==> config.mk <==
export PLATFORM = sky130hd
export DESIGN_NAME = wabavg_ram
export DESIGN_NICKNAME = d
export VERILOG_FILES = /design/src/hw/rtl/wabavg_ram.sv
export SDC_FILE = /design/constraint.sdc
export NUM_CORES = 1
export LEC_CHECK = 0
export ABC_CLOCK_PERIOD_IN_PS = 4180
export CAP_MARGIN = 20
export CORE_ASPECT_RATIO = 0.7
export CORE_MARGIN = 8
export CORE_UTILIZATION = 50
export DETAILED_ROUTE_END_ITERATION = 12
export DONT_BUFFER_PORTS = 1
export PLACE_DENSITY = 0.63
export SLEW_MARGIN = 20
export SYNTH_ARGS = -nofsm -noshare
export SYNTH_HDL_FRONTEND = slang
export SYNTH_SLANG_ARGS = --single-unit
==> constraint.sdc <==
create_clock -name clk -period 4.18 [get_ports clk]
set_clock_uncertainty 0.1 [all_clocks]
set_input_delay 0.836 -clock clk [delete_from_list [all_inputs] [get_ports clk]]
set_output_delay 0.836 -clock clk [all_outputs]
set_load 0.02 [all_outputs]
==> src/hw/rtl/wabavg_ram.sv <==
// Generic single-port synchronous RAM with a registered read.
// It depends on nothing.
module wabavg_ram #(
	parameter int WIDTH = 8,
	parameter int DEPTH = 16
) (
	input  logic                                    clk,
	input  logic                                    we,
	input  logic [((DEPTH > 1) ? $clog2(DEPTH) : 1)-1:0] addr,
	input  logic [WIDTH-1:0]                        wdata,
	output logic [WIDTH-1:0]                        rdata
);
	logic [WIDTH-1:0] mem [DEPTH];

	always_ff @(posedge clk) begin
		if (we) begin
			mem[addr] <= wdata;
		end
		rdata <= mem[addr];
	end

endmodule

# [After elaboration in Yosys (flattened, before gate mapping)]
# Memory sizes are Yosys's and may differ from the RTL's. A register that Yosys moved wholly into a read port is not among the register bits.
# Index checks and enable logic that the tools add are counted.
[totals] memories=1 out_inout_bits=8 mem_bits_rw=128 input_bits=14 word_cells=3 regBits=0
[memory_table] name="mem" depth=16 width=8 rd=1 rd_ports_with_merged_regs=1 write_ports=1 line="13" rtl="logic [WIDTH-1:0] mem [DEPTH];"
[classes] n_mux=2
[ops] operator="$mux W1" count=2

# [Depth between registers and ports, before layout]
[logic_depth] word_depth=2 depth_mapped=5 depth_no_buf=3

# [Worst setup path before layout]
# No wires, ideal clock.
[synth_timing] path_type="input to register" from="in addr[2] (netlist bit)" to="mem mem[0][0] (enable)" slack_ns=1.751 required_ns=3.697 cell_stages=2 arrival_ns=1.946 path_buffers=0 setup_time_ns=0.383 path_cell_list="or3b_2 -> nor3_1"
[synth_lines] item="from (decl)" line="9" rtl="input logic [((DEPTH > 1) ? $clog2(DEPTH) : 1)-1:0] addr,"
[synth_lines] item="to (decl)" line="13"
# Straight into the memory's write port.

# [Worst setup path after layout]
[layout_timing] from="in addr[2] (netlist bit)" to="mem mem[2][1] (enable)"
# Straight into the memory's write port.

==> results.toml <==
[grt]
antenna_found_initial = 0
overflow = 0
grt_pass1_vias = 2227
grt_max_degree = 40
grt_pass1_wl_mm = 14.2
grt_use_total = 0.151

[worst_setup_path]
timing.rr.end = "rdata[1]$_DFF_P_"
max_stage_delay_ns = 0.65
r2r_cells = 3
critPathArrivalTime_ns = 1.99
timing.rr.start = "mem[0][1]$_DFFE_PP_"
path_buf_inv = 0
critical_path_required_ns = 4.11
crit_start = "addr[2]"
endpoint_kind = "register"
critPathSlowestCell = "nor2_1"
worst-setup-path-type = "in -> reg"
path_max_fanout = 8
reg2reg_slack_ns = 2.67
crit_path_cell_trace = "or3b_2, nor2_1"
worst-path-stages = 2
cp-endpoint = "mem[2][1]$_DFFE_PP_"
path_delay_family = "simple AND/OR/NAND/NOR gates"
crit_path_start_kind = "primary input"

[layout]
instances_no_fill = 379
layout-drive-gt1-share = 0.251
antennaDiodeCount = 0
n_fill_cell = 694
syn2layout_area_growth_pct = 13.8
nNetsFinal = 252

[timing]
fmax_mhz = 485
finalHoldViolations = 0
worst-slew-pin-transition_ns = 0.818
min_period_ns = 2.06
hold_slack_ns = 0.419
fin_ws_ns = 2.12
setup_violations = 0
rsz0062_at_grt = "no"
post-route-period-util = 0.493
relSlewSlack = 0.453
tns_ns = 0
maxSlewViolCount = 0

[yosys]
synth_edf_count = 128
yosysMostFrequentCell = "edfxtp_1"
synthCells = 230
yosys.area.top_type = "edfxtp_1"
ys_ff_latch = 136
syn_area_um2 = 5070
synth_nets = 244
syn_avg_cell_area_um2 = 22.0
ys_types = 18
yosysTopAreaCellShare = 0.759
synth-seq-area-share = 0.790
synth_warnings = 0
async_flop_share = 0
synthTopCellsByCount = "edfxtp_1 (128), mux4_2 (32), a22oi_1 (16)"
netlist_top_cells_area = "edfxtp_1 (76%), mux4_2 (14%), dfxtp_1 (3.2%)"
ys.flop_type = "edfxtp_1"

[floorplan]
coreArea_um2 = 9760
io_pins = 22
die-area_um2 = 13700
die_h_um = 100
start_util = 0.519
die_x_um = 136
row_count = 30

[clock_tree]
holdBufCountCts = 0
cts_resized = 0
cts_root_buf = "clkbuf_16"
cts_tree = "done"
cts.htree.levels = 4
cts.path.max_buffers = 2
worst_skew_pair.late_latency_ns = 0.41
postCtsSetupBuffers = 0
cts_buffers = 17
cts.sink_count = 136
clk_pin_slew_worst_paths_ns = 0.05

[job]
cap_violations = 0

[routing]
vias = 2230
drc = 0
firstDrtPassIters = 4
wl_mm = 9.53
ant_nets = 0
wl_per_cell_um = 25.1
vias_per_cell = 5.88
dr.first_iter.drc_count = 205

[placement]
finalWeightedCongestion = 0.794
pre_cts_ws_ns = 1.55
port_buffers = 0
hpwl_mm = 5.76
dpl.cell_count = 347

[run_status]
status = "complete, no violations"

[power]
power_uw = 3060
vdd_drop_max_mv = 0.369
power.density_nw_per_um2 = 531
leakage_uw = 0.00182

[min_path]
hold_path_class = "in -> reg"
layer usage:
| layer | wire length, um | vias to the layer above | track usage |
|---|---|---|---|
| met1 | 4550 | 1151 | 0.216 |
| met3 | 699 | 16 | 0.0429 |
| met4 | 189 | 0 | 0.0816 |
| met5 | 0 | - | 0 |
| met2 | 4090 | 88 | 0.202 |
| li1 | - | 975 | - |
sequential cells by signal, indices dropped and copies added (netlist names):
signal and flops:
mem 128, rdata 8
kinds of logic (layout without fill, tap and decap cells):
group,count (synthesis),after routing,synth area share
DFF,136,136,0.790
buffers and inverters,11,32,0.0119
muxes,32,32,0.142
and+or+nand+nor,35,35,0.0321
AOI/OAI and AO/OA,16,16,0.0237
cell type report:
cell class | count | area [um2] | area share
clock buffer | 30 | 544 | 0.0944
multi-input combinational | 83 | 1020 | 0.177
clock inverter | 2 | 35.0 | 0.00608
sequential | 136 | 4000 | 0.694
tap | 128 | 160 | 0.0278
stage by stage:
step,utilization,instance area (um2)
2_1_floorplan,-,5070
3_3_place_gp,0.529,5170
3_5_place_dp,0.529,5170
4_1_cts,0.589,5750
5_1_grt,0.591,5770
6_report,0.591,5770
how the worst min path moves through the flow:
stage,from,end,slack [ns],depth (start not counted)
final,wdata[5],mem[15][5]$_DFFE_PP_,0.42,0
after global routing,wdata[1],mem[0][1]$_DFFE_PP_,0.41,0
after CTS,wdata[1],mem[0][1]$_DFFE_PP_,0.40,0
after detailed placement,mem[14][2]$_DFFE_PP_,rdata[2]$_DFF_P_,0.56,3
after global placement,mem[14][2]$_DFFE_PP_,rdata[2]$_DFF_P_,0.56,3
after floorplan,mem[14][0]$_DFFE_PP_,rdata[0]$_DFF_P_,0.53,3
layout by cell type (no fill, tap or decap), drive strengths merged:
cell type  synthesis  final
mux4              32     32
nand2              9      9
clkbuf             3     30
nand3b             2      2
a22oi             16     16
bufinv             0      1
nor3               4      4
nor2b              2      2
nand3              1      1
and2               1      1
clkinv             0      1
edfxtp           128    128
or3b               1      1
dfxtp              8      8
nor2              13     13
nand2b             2      2
where the power goes:
| group | leakage (uW) | switching, uW | internal [uW] |
|---|---|---|---|
| sequential | 0.00122 | 20.9 | 1530 |
| combinational | 0.000313 | 39.7 | 44.8 |
| clock | 0.000285 | 499 | 929 |
| total | 0.00182 | 559 | 2500 |
Power figures use the tool's default switching activity.
