## config.mk

```make
export PLATFORM = sky130hd
export DESIGN_NAME = wabavg_div
export DESIGN_NICKNAME = d
export VERILOG_FILES = /design/src/hw/rtl/wabavg_pkg.sv /design/src/hw/rtl/wabavg_div.sv
export SDC_FILE = /design/constraint.sdc
export NUM_CORES = 1
export LEC_CHECK = 0
export ABC_CLOCK_PERIOD_IN_PS = 6800
export BUFFER_PORTS_ARGS = -buffer_cell sky130_fd_sc_hd__buf_2
export CAP_MARGIN = 20
export CELL_PAD_IN_SITES_DETAIL_PLACEMENT = 1
export CELL_PAD_IN_SITES_GLOBAL_PLACEMENT = 2
export CORE_MARGIN = 2
export CORE_UTILIZATION = 39
export CTS_CLUSTER_SIZE = 40
export DETAILED_ROUTE_END_ITERATION = 16
export PLACE_DENSITY_LB_ADDON = 0.1
export SLEW_MARGIN = 15
export SYNTH_ARGS = -nofsm -noshare
export SYNTH_HDL_FRONTEND = slang
export SYNTH_SLANG_ARGS = --single-unit
```

## constraint.sdc

```tcl
create_clock -name clk -period 6.8 [get_ports clk]
set_input_delay 1.36 -clock clk [delete_from_list [all_inputs] [get_ports clk]]
set_output_delay 1.36 -clock clk [all_outputs]
set_load 0.02 [all_outputs]
```

## src/hw/rtl/wabavg_pkg.sv

```systemverilog
// Package for the weighted axial bin averager: item types, operation and register codes.
// It depends on nothing. Every other file in hw/rtl but wabavg_ram imports it.
package wabavg_pkg;

	typedef struct packed {
		logic [1:0]         operation;
		logic signed [31:0] pos_x;
		logic signed [31:0] pos_y;
		logic signed [31:0] pos_z;
		logic [31:0]        weight;
		logic signed [31:0] value_x;
		logic signed [31:0] value_y;
		logic signed [31:0] value_z;
		logic [7:0]         read_index;
	} item_in_t;

	typedef struct packed {
		logic [7:0]         bin_number;
		logic               bin_valid;
		logic signed [31:0] mean_x;
		logic signed [31:0] mean_y;
		logic signed [31:0] mean_z;
		logic [47:0]        total_weight;
	} item_out_t;

	// Operation codes.
	localparam logic [1:0] OP_ACC   = 2'd0;
	localparam logic [1:0] OP_READ  = 2'd1;
	localparam logic [1:0] OP_CLEAR = 2'd2;

	// Configuration register indexes.
	localparam logic [2:0] CFG_AXIS_X = 3'd0;
	localparam logic [2:0] CFG_AXIS_Y = 3'd1;
	localparam logic [2:0] CFG_AXIS_Z = 3'd2;
	localparam logic [2:0] CFG_OFFSET = 3'd3;
	localparam logic [2:0] CFG_SCALE  = 3'd4;
	localparam logic [2:0] CFG_BINS   = 3'd5;

	// One bin entry: three component sums and the weight sum.
	localparam int SUM_W  = 64;
	localparam int WT_W   = 48;
	localparam int WORD_W = 3 * SUM_W + WT_W;

	// Width of bin counts and limits; holds a bin count of up to 8191.
	localparam int LIM_W = 13;

endpackage

```

## src/hw/rtl/wabavg_div.sv

```systemverilog
// Restoring divider: 64-bit unsigned dividend by 48-bit divisor, one quotient bit per cycle.
// It depends on wabavg_pkg.
module wabavg_div
	import wabavg_pkg::*;
(
	input  logic             clk,
	input  logic             arst_n,
	input  logic             start,
	input  logic [SUM_W-1:0] dividend,
	input  logic [WT_W-1:0]  divisor,
	output logic             done,
	output logic [SUM_W-1:0] quotient
);
	logic [WT_W-1:0]  rem_q;
	logic [SUM_W-1:0] dvd_q;
	logic [WT_W-1:0]  dvs_q;
	logic [5:0]       cnt_q;
	logic             busy_q;
	logic             done_q;
	logic [WT_W:0]    rs;
	logic             qbit;

	always_comb begin
		rs   = {rem_q, dvd_q[SUM_W-1]};
		qbit = (rs >= {1'b0, dvs_q});
	end

	always_ff @(posedge clk or negedge arst_n) begin
		if (!arst_n) begin
			busy_q <= 1'b0;
			done_q <= 1'b0;
			cnt_q  <= '0;
		end else begin
			done_q <= 1'b0;
			if (start) begin
				busy_q <= 1'b1;
				cnt_q  <= '0;
			end else if (busy_q) begin
				cnt_q <= cnt_q + 6'd1;
				if (cnt_q == 6'd63) begin
					busy_q <= 1'b0;
					done_q <= 1'b1;
				end
			end
		end
	end

	always_ff @(posedge clk) begin
		if (start) begin
			rem_q <= '0;
			dvd_q <= dividend;
			dvs_q <= divisor;
		end else if (busy_q) begin
			rem_q <= qbit ? WT_W'(rs - {1'b0, dvs_q}) : rs[WT_W-1:0];
			dvd_q <= {dvd_q[SUM_W-2:0], qbit};
		end
	end

	assign done     = done_q;
	assign quotient = dvd_q;

endmodule

```

Yosys cells after proc, flatten, opt, wreduce, memory -nomap -nowiden
Index checks and enable logic that the tools add are counted.
{"block": "totals", "input_bits": 115, "out_inout_bits": 65, "elab_cells": 22, "register_bits": 168}
{"block": "op_classes", "n_reduce_logical": 1, "n_mux": 11, "n_addsub": 2, "magnitude_cmp": 1, "eq_ne": 1}
{"operator": "$mux 64", "n": 2}
{"operator": "$ge 49x48->1", "n": 1}
{"operator": "$mux 48", "n": 1}
{"operator": "$sub 48x48->48", "n": 1}
{"operator": "$mux 6", "n": 2}
{"operator": "$add 6x1->6 const B", "n": 1}
{"operator": "$eq 6x6->1 const B", "n": 1}
{"operator": "$mux 1", "n": 6}
{"operator": "$reduce_bool 2->1", "n": 1}

Logic depth before layout (Yosys ltp)
{"block": "depth", "depth_word": 4, "ltp_mapped": 14, "ltp_nobuf": 12}

Worst setup path after synthesis
No wires, ideal clock.
{"block": "synth_timing", "path_kind": "input-to-reg", "from": "input port start", "to": "register dvd_q[0] (netlist: quotient[0]) (enable)", "path_slack_ns": 3.376, "required_ns": 6.382, "arrival_ns": 3.006, "setup_time_ns": 0.418, "cell_stages": 3, "n_path_buf": 1, "cell_sequence": "clkbuf_1 > nor2_1 > inv_1"}
{"block": "synth_via", "elab_chain_cells": 1}
{"element": "from (decl)", "line_no": "wabavg_div.sv:8", "source": "input logic start,"}
{"element": "$reduce_bool 2->1 (no line)"}
{"element": "to (signal assigned)", "line_no": "wabavg_div.sv:51", "source": "dvd_q <= dividend;"}
{"element": "to (signal assigned)", "line_no": "wabavg_div.sv:55", "source": "dvd_q <= {dvd_q[SUM_W-2:0], qbit};"}
{"element": "to (decl)", "line_no": "wabavg_div.sv:15", "source": "logic [SUM_W-1:0] dvd_q;"}
No other way between the ends.
A chain may end at the register's enable or synchronous reset.

Worst setup path after layout
{"block": "layout_timing", "from": "register dvs_q[27]", "to": "register rem_q[37]"}
{"block": "layout_via", "elab_chain_cells": 2, "word_cells_on_any_way": 3, "cone_classes": "1 x add/sub; 1 x order compare; 1 x mux"}
{"element": "from (decl)", "line_no": "wabavg_div.sv:16", "source": "logic [WT_W-1:0] dvs_q;"}
{"element": "from (signal assigned)", "line_no": "wabavg_div.sv:52", "source": "dvs_q <= divisor;"}
{"element": "$sub 48x48->48 / $ge 49x48->1 (equally long branches)", "line_no": "wabavg_div.sv:54, wabavg_div.sv:25"}
{"element": "$mux 48 *", "line_no": "wabavg_div.sv:54", "source": "rem_q <= qbit ? WT_W'(rs - {1'b0, dvs_q}) : rs[WT_W-1:0];"}
{"element": "to (signal assigned)", "line_no": "wabavg_div.sv:54"}
{"element": "to (decl)", "line_no": "wabavg_div.sv:14", "source": "logic [WT_W-1:0] rem_q;"}
Mark *: on every way between the ends. The rest lies on a longest branch, timed or not.

==> impl_metrics.ini <==
[worst_setup_path]
startpoint_type = flip-flop
worst_r2r_path_depth = 12
cp.arrival_ns = 4.31
crit_chain = inv_1 > ha_1 > nand4_1 > nor4_4 > a21oi_1 > o21ai_0 > a31oi_4 > o31ai_4 > a21o_2 > buf_4 > mux2_2 > a22o_1
critPathSlowestCell = a21o_2
critPathCaptureType = flip-flop
rr_endpoint = rem_q[37]
crit_fanout = 26
r2r-start = dvs_q[27]
reg2reg_setup_slack_ns = 2.82
slowest_delay_ns = 0.58
crit_required_ns = 7.13
worstSetupPathType = reg2reg

[grt]
grt_pass1_vias = 8200
grt_max_degree = 96
globalRouteOverflowTotal = 0
grt.total_usage_pct = 20.67
grt_pass1_wl_mm = 43.04
grt_antenna_before_repair = 2

[yosys]
synth.area.top_cells = edfxtp_1 (34%), dfxtp_1 (9.8%), mux2_2 (7.7%), ha_1 (6.3%), a21oi_1 (3.5%)
synth-seq-cells = 168
synth_warnings = 0
synth.cell_area_um2 = 9764
synth_fa_ha_area_share_pct = 6.484
synth_top_family_by_area = compound AO/OA/AOI/OAI gates
netlist.area_leader.share_pct = 34.44
synthMuxAreaShare_pct = 11.21
syn_nets = 1106
synth_compound_area_share_pct = 16.20
synthArstFlopShare_pct = 4.762
synth-simple-area-share_pct = 11.46
syn_area_per_cell_um2 = 10.38
synth_edf_count = 112
synth-main-ff-cell = edfxtp_1
yosys.cell_types.count = 67
yosysSeqAreaShare_pct = 46.34
syn_inst = 941
synth_top_area_cell = edfxtp_1
synth_xor_area_share_pct = 3.588

[timing]
slew_headroom_pct = 33.92
post-route-min-period_ns = 3.985
setup_ws_ns = 2.815
setup_viol = 0
fin_skew_ns = 0.01552
fmax_mhz = 251.0
grt_setup_unrepaired = no
finalSetupTns_ns = 0
finalCritPeriodShare_pct = 58.60
hold_ws_ns = 0.5072
final-max-slew-violation-count = 0
worstMarginPinSlew_ns = 0.9912
hold_violations = 0

[worst_hold_path]
holdCritStartpoint = rem_q[30]
hold_end = rem_q[31]
min_path_type = reg2reg
hold_depth = 2

[clock_tree]
cts_hold_buffers = 0
clock-sinks = 168
path_clk_slew_ns = 0.08
ctsResizeCount = 0
clk_latency_ns = 0.45
post-cts-setup-buffers = 0
cts_buffer_depth = 2
h-tree-depth = 4
clock-root-buffer = clkbuf_16
cts_tree = built
cts_made_buffers = 17

[finish]
final_cell_area_um2 = 11530
fin_nets = 1261
finalNonFillerCells = 1434
area_delta_synth_final_pct = 18.12
drive_gt1_share_pct = 27.05
nFillCells = 2762
final_util_pct = 47.15

[floorplanning]
die_area_um2 = 26320
io_pins = 180
die_h_um = 162.2
num_rows = 57
initial_utilization_pct = 39.92
fp.dieW_um = 162.2
coreArea_um2 = 24460

[power]
clkPwrFrac_pct = 22.0
sw_frac_of_total_pct = 41.68
power_switching_mw = 1.963
seqPwrFrac_pct = 31.2
power_density_nw_per_um2 = 408.4
p_int_mw = 2.747
total_power_mw = 4.711
p_leak_nw = 4.887
peakVddDrop_v = 0.0001593
power_frac_comb_pct = 46.8

[drt]
via_count = 7674
drc = 0
first_pass_iters = 6
ant_nets = 0
via_per_inst = 5.351
drt_wl_total_mm = 26.41
wl_per_cell_um = 18.42
drt_iter0_markers = 331

[placement]
gp_congestion = 0.8030
dp_slack_ns = 2.799
dp_hpwl_mm = 19.53
dp_cells = 1401
port_buffers = 179
dpl_cell_area_um2 = 10910

[job]
cap_violations = 0

[outcome]
status = completed
==> power groups by stage <==
stage	clock network, mW	registers, mW	logic (mW)
CTS	1.07	1.47	2.23
global route	1.10	1.50	2.45
detailed placement	0	1.49	2.21
floorplan	0	1.51	1.63
global placement	0	1.48	2.20
finish	1.04	1.47	2.20
==> area by class of cell <==
| type | instances | area, um2 | share of cell area, % |
|---|---|---|---|
| flip-flops and latches | 168 | 4526 | 39.24 |
| inverters | 67 | 251.5 | 2.181 |
| repair buffers | 185 | 947.2 | 8.212 |
| clock buffers | 17 | 425.4 | 3.688 |
| well taps | 324 | 405.4 | 3.515 |
| clock inverters | 15 | 196.4 | 1.703 |
| diodes | 1 | 2.502 | 0.02170 |
| multi-input cells | 657 | 4780 | 41.44 |
==> placed cells by master, fill, tap and decap left out, types with 16 or more instances in the layout <==
cell         n
buf_2      178
edfxtp_1   112
nor2_1      80
a21oi_1     68
mux2_2      67
inv_1       66
nand2_1     57
ha_1        49
dfxtp_1     48
o21ai_0     35
a211oi_1    35
mux2i_1     34
xnor2_1     24
nand4_1     22
a21o_1      20
clkbuf_16   17
xor2_1      16
o21bai_1    16
==> Yosys cell counts, drive strengths merged (4+ instances only) <==
library cell    n
o21bai         16
nor2           80
xor2           16
dfxtp          48
nor3           12
ha             49
nand4          22
and2            9
nand3          14
a21boi          6
edfxtp        112
mux2i          34
nor3b           4
buf            14
dfrtp           8
o211ai          5
clkbuf         35
a21oi          70
o21ai          36
o21a            5
a311oi         11
or2             4
nor2b           5
a21o           21
a211oi         35
nand2          58
and3            6
or3             6
xnor2          24
inv            67
a31oi           5
mux2           67
==> layer usage <==
| metal | up-vias | track usage [%] | wire length [um] |
|---|---|---|---|
| met2 | 169 | 32.77 | 11800 |
| met1 | 3702 | 27.24 | 12460 |
| met4 | 2 | 5.229 | 345 |
| li1 | 3780 | - | - |
| met3 | 21 | 6.920 | 1795 |
| met5 | - | 0 | 13 |
==> logic make-up after synthesis <==
group	Yosys count
AOI/OAI and AO/OA	234
and+or+nand+nor	232
DFF	168
buffers and inverters	116
muxes	101
adders and majority gates	50
xor gates and xnor gates	40
==> state kept, by name, indices dropped and copies added (netlist names) <==
register and count:
dvs_q 48, cnt_q 6, done 1, busy_q 1, quotient 64, rem_q 48
==> critical path: cells and delay by family (launching register included) <==
family                   cells  cell delay [ns]
AO/OA/AOI/OAI                6             1.50
flip-flops                   1             0.34
adder cells (fa/ha/maj)      1             0.41
buffers and inverters        2             0.59
multiplexers                 1             0.39
AND/OR/NAND/NOR              2             0.59
==> how the worst max path moves through the flow <==
stage / startpoint / end / slack [ns] / depth (start not counted)
6_report: dvs_q[27] / rem_q[37] / 2.82 / 12
5_1_grt: dvs_q[27] / rem_q[37] / 2.47 / 12
4_1_cts: dvs_q[27] / rem_q[37] / 2.76 / 12
3_5_place_dp: dvs_q[26] / rem_q[37] / 2.80 / 12
3_3_place_gp: dvs_q[8] / rem_q[27] / 2.90 / 12
2_1_floorplan: start / quotient[0] / 3.38 / 3
No activity file was read; power rests on OpenSTA's default activity.
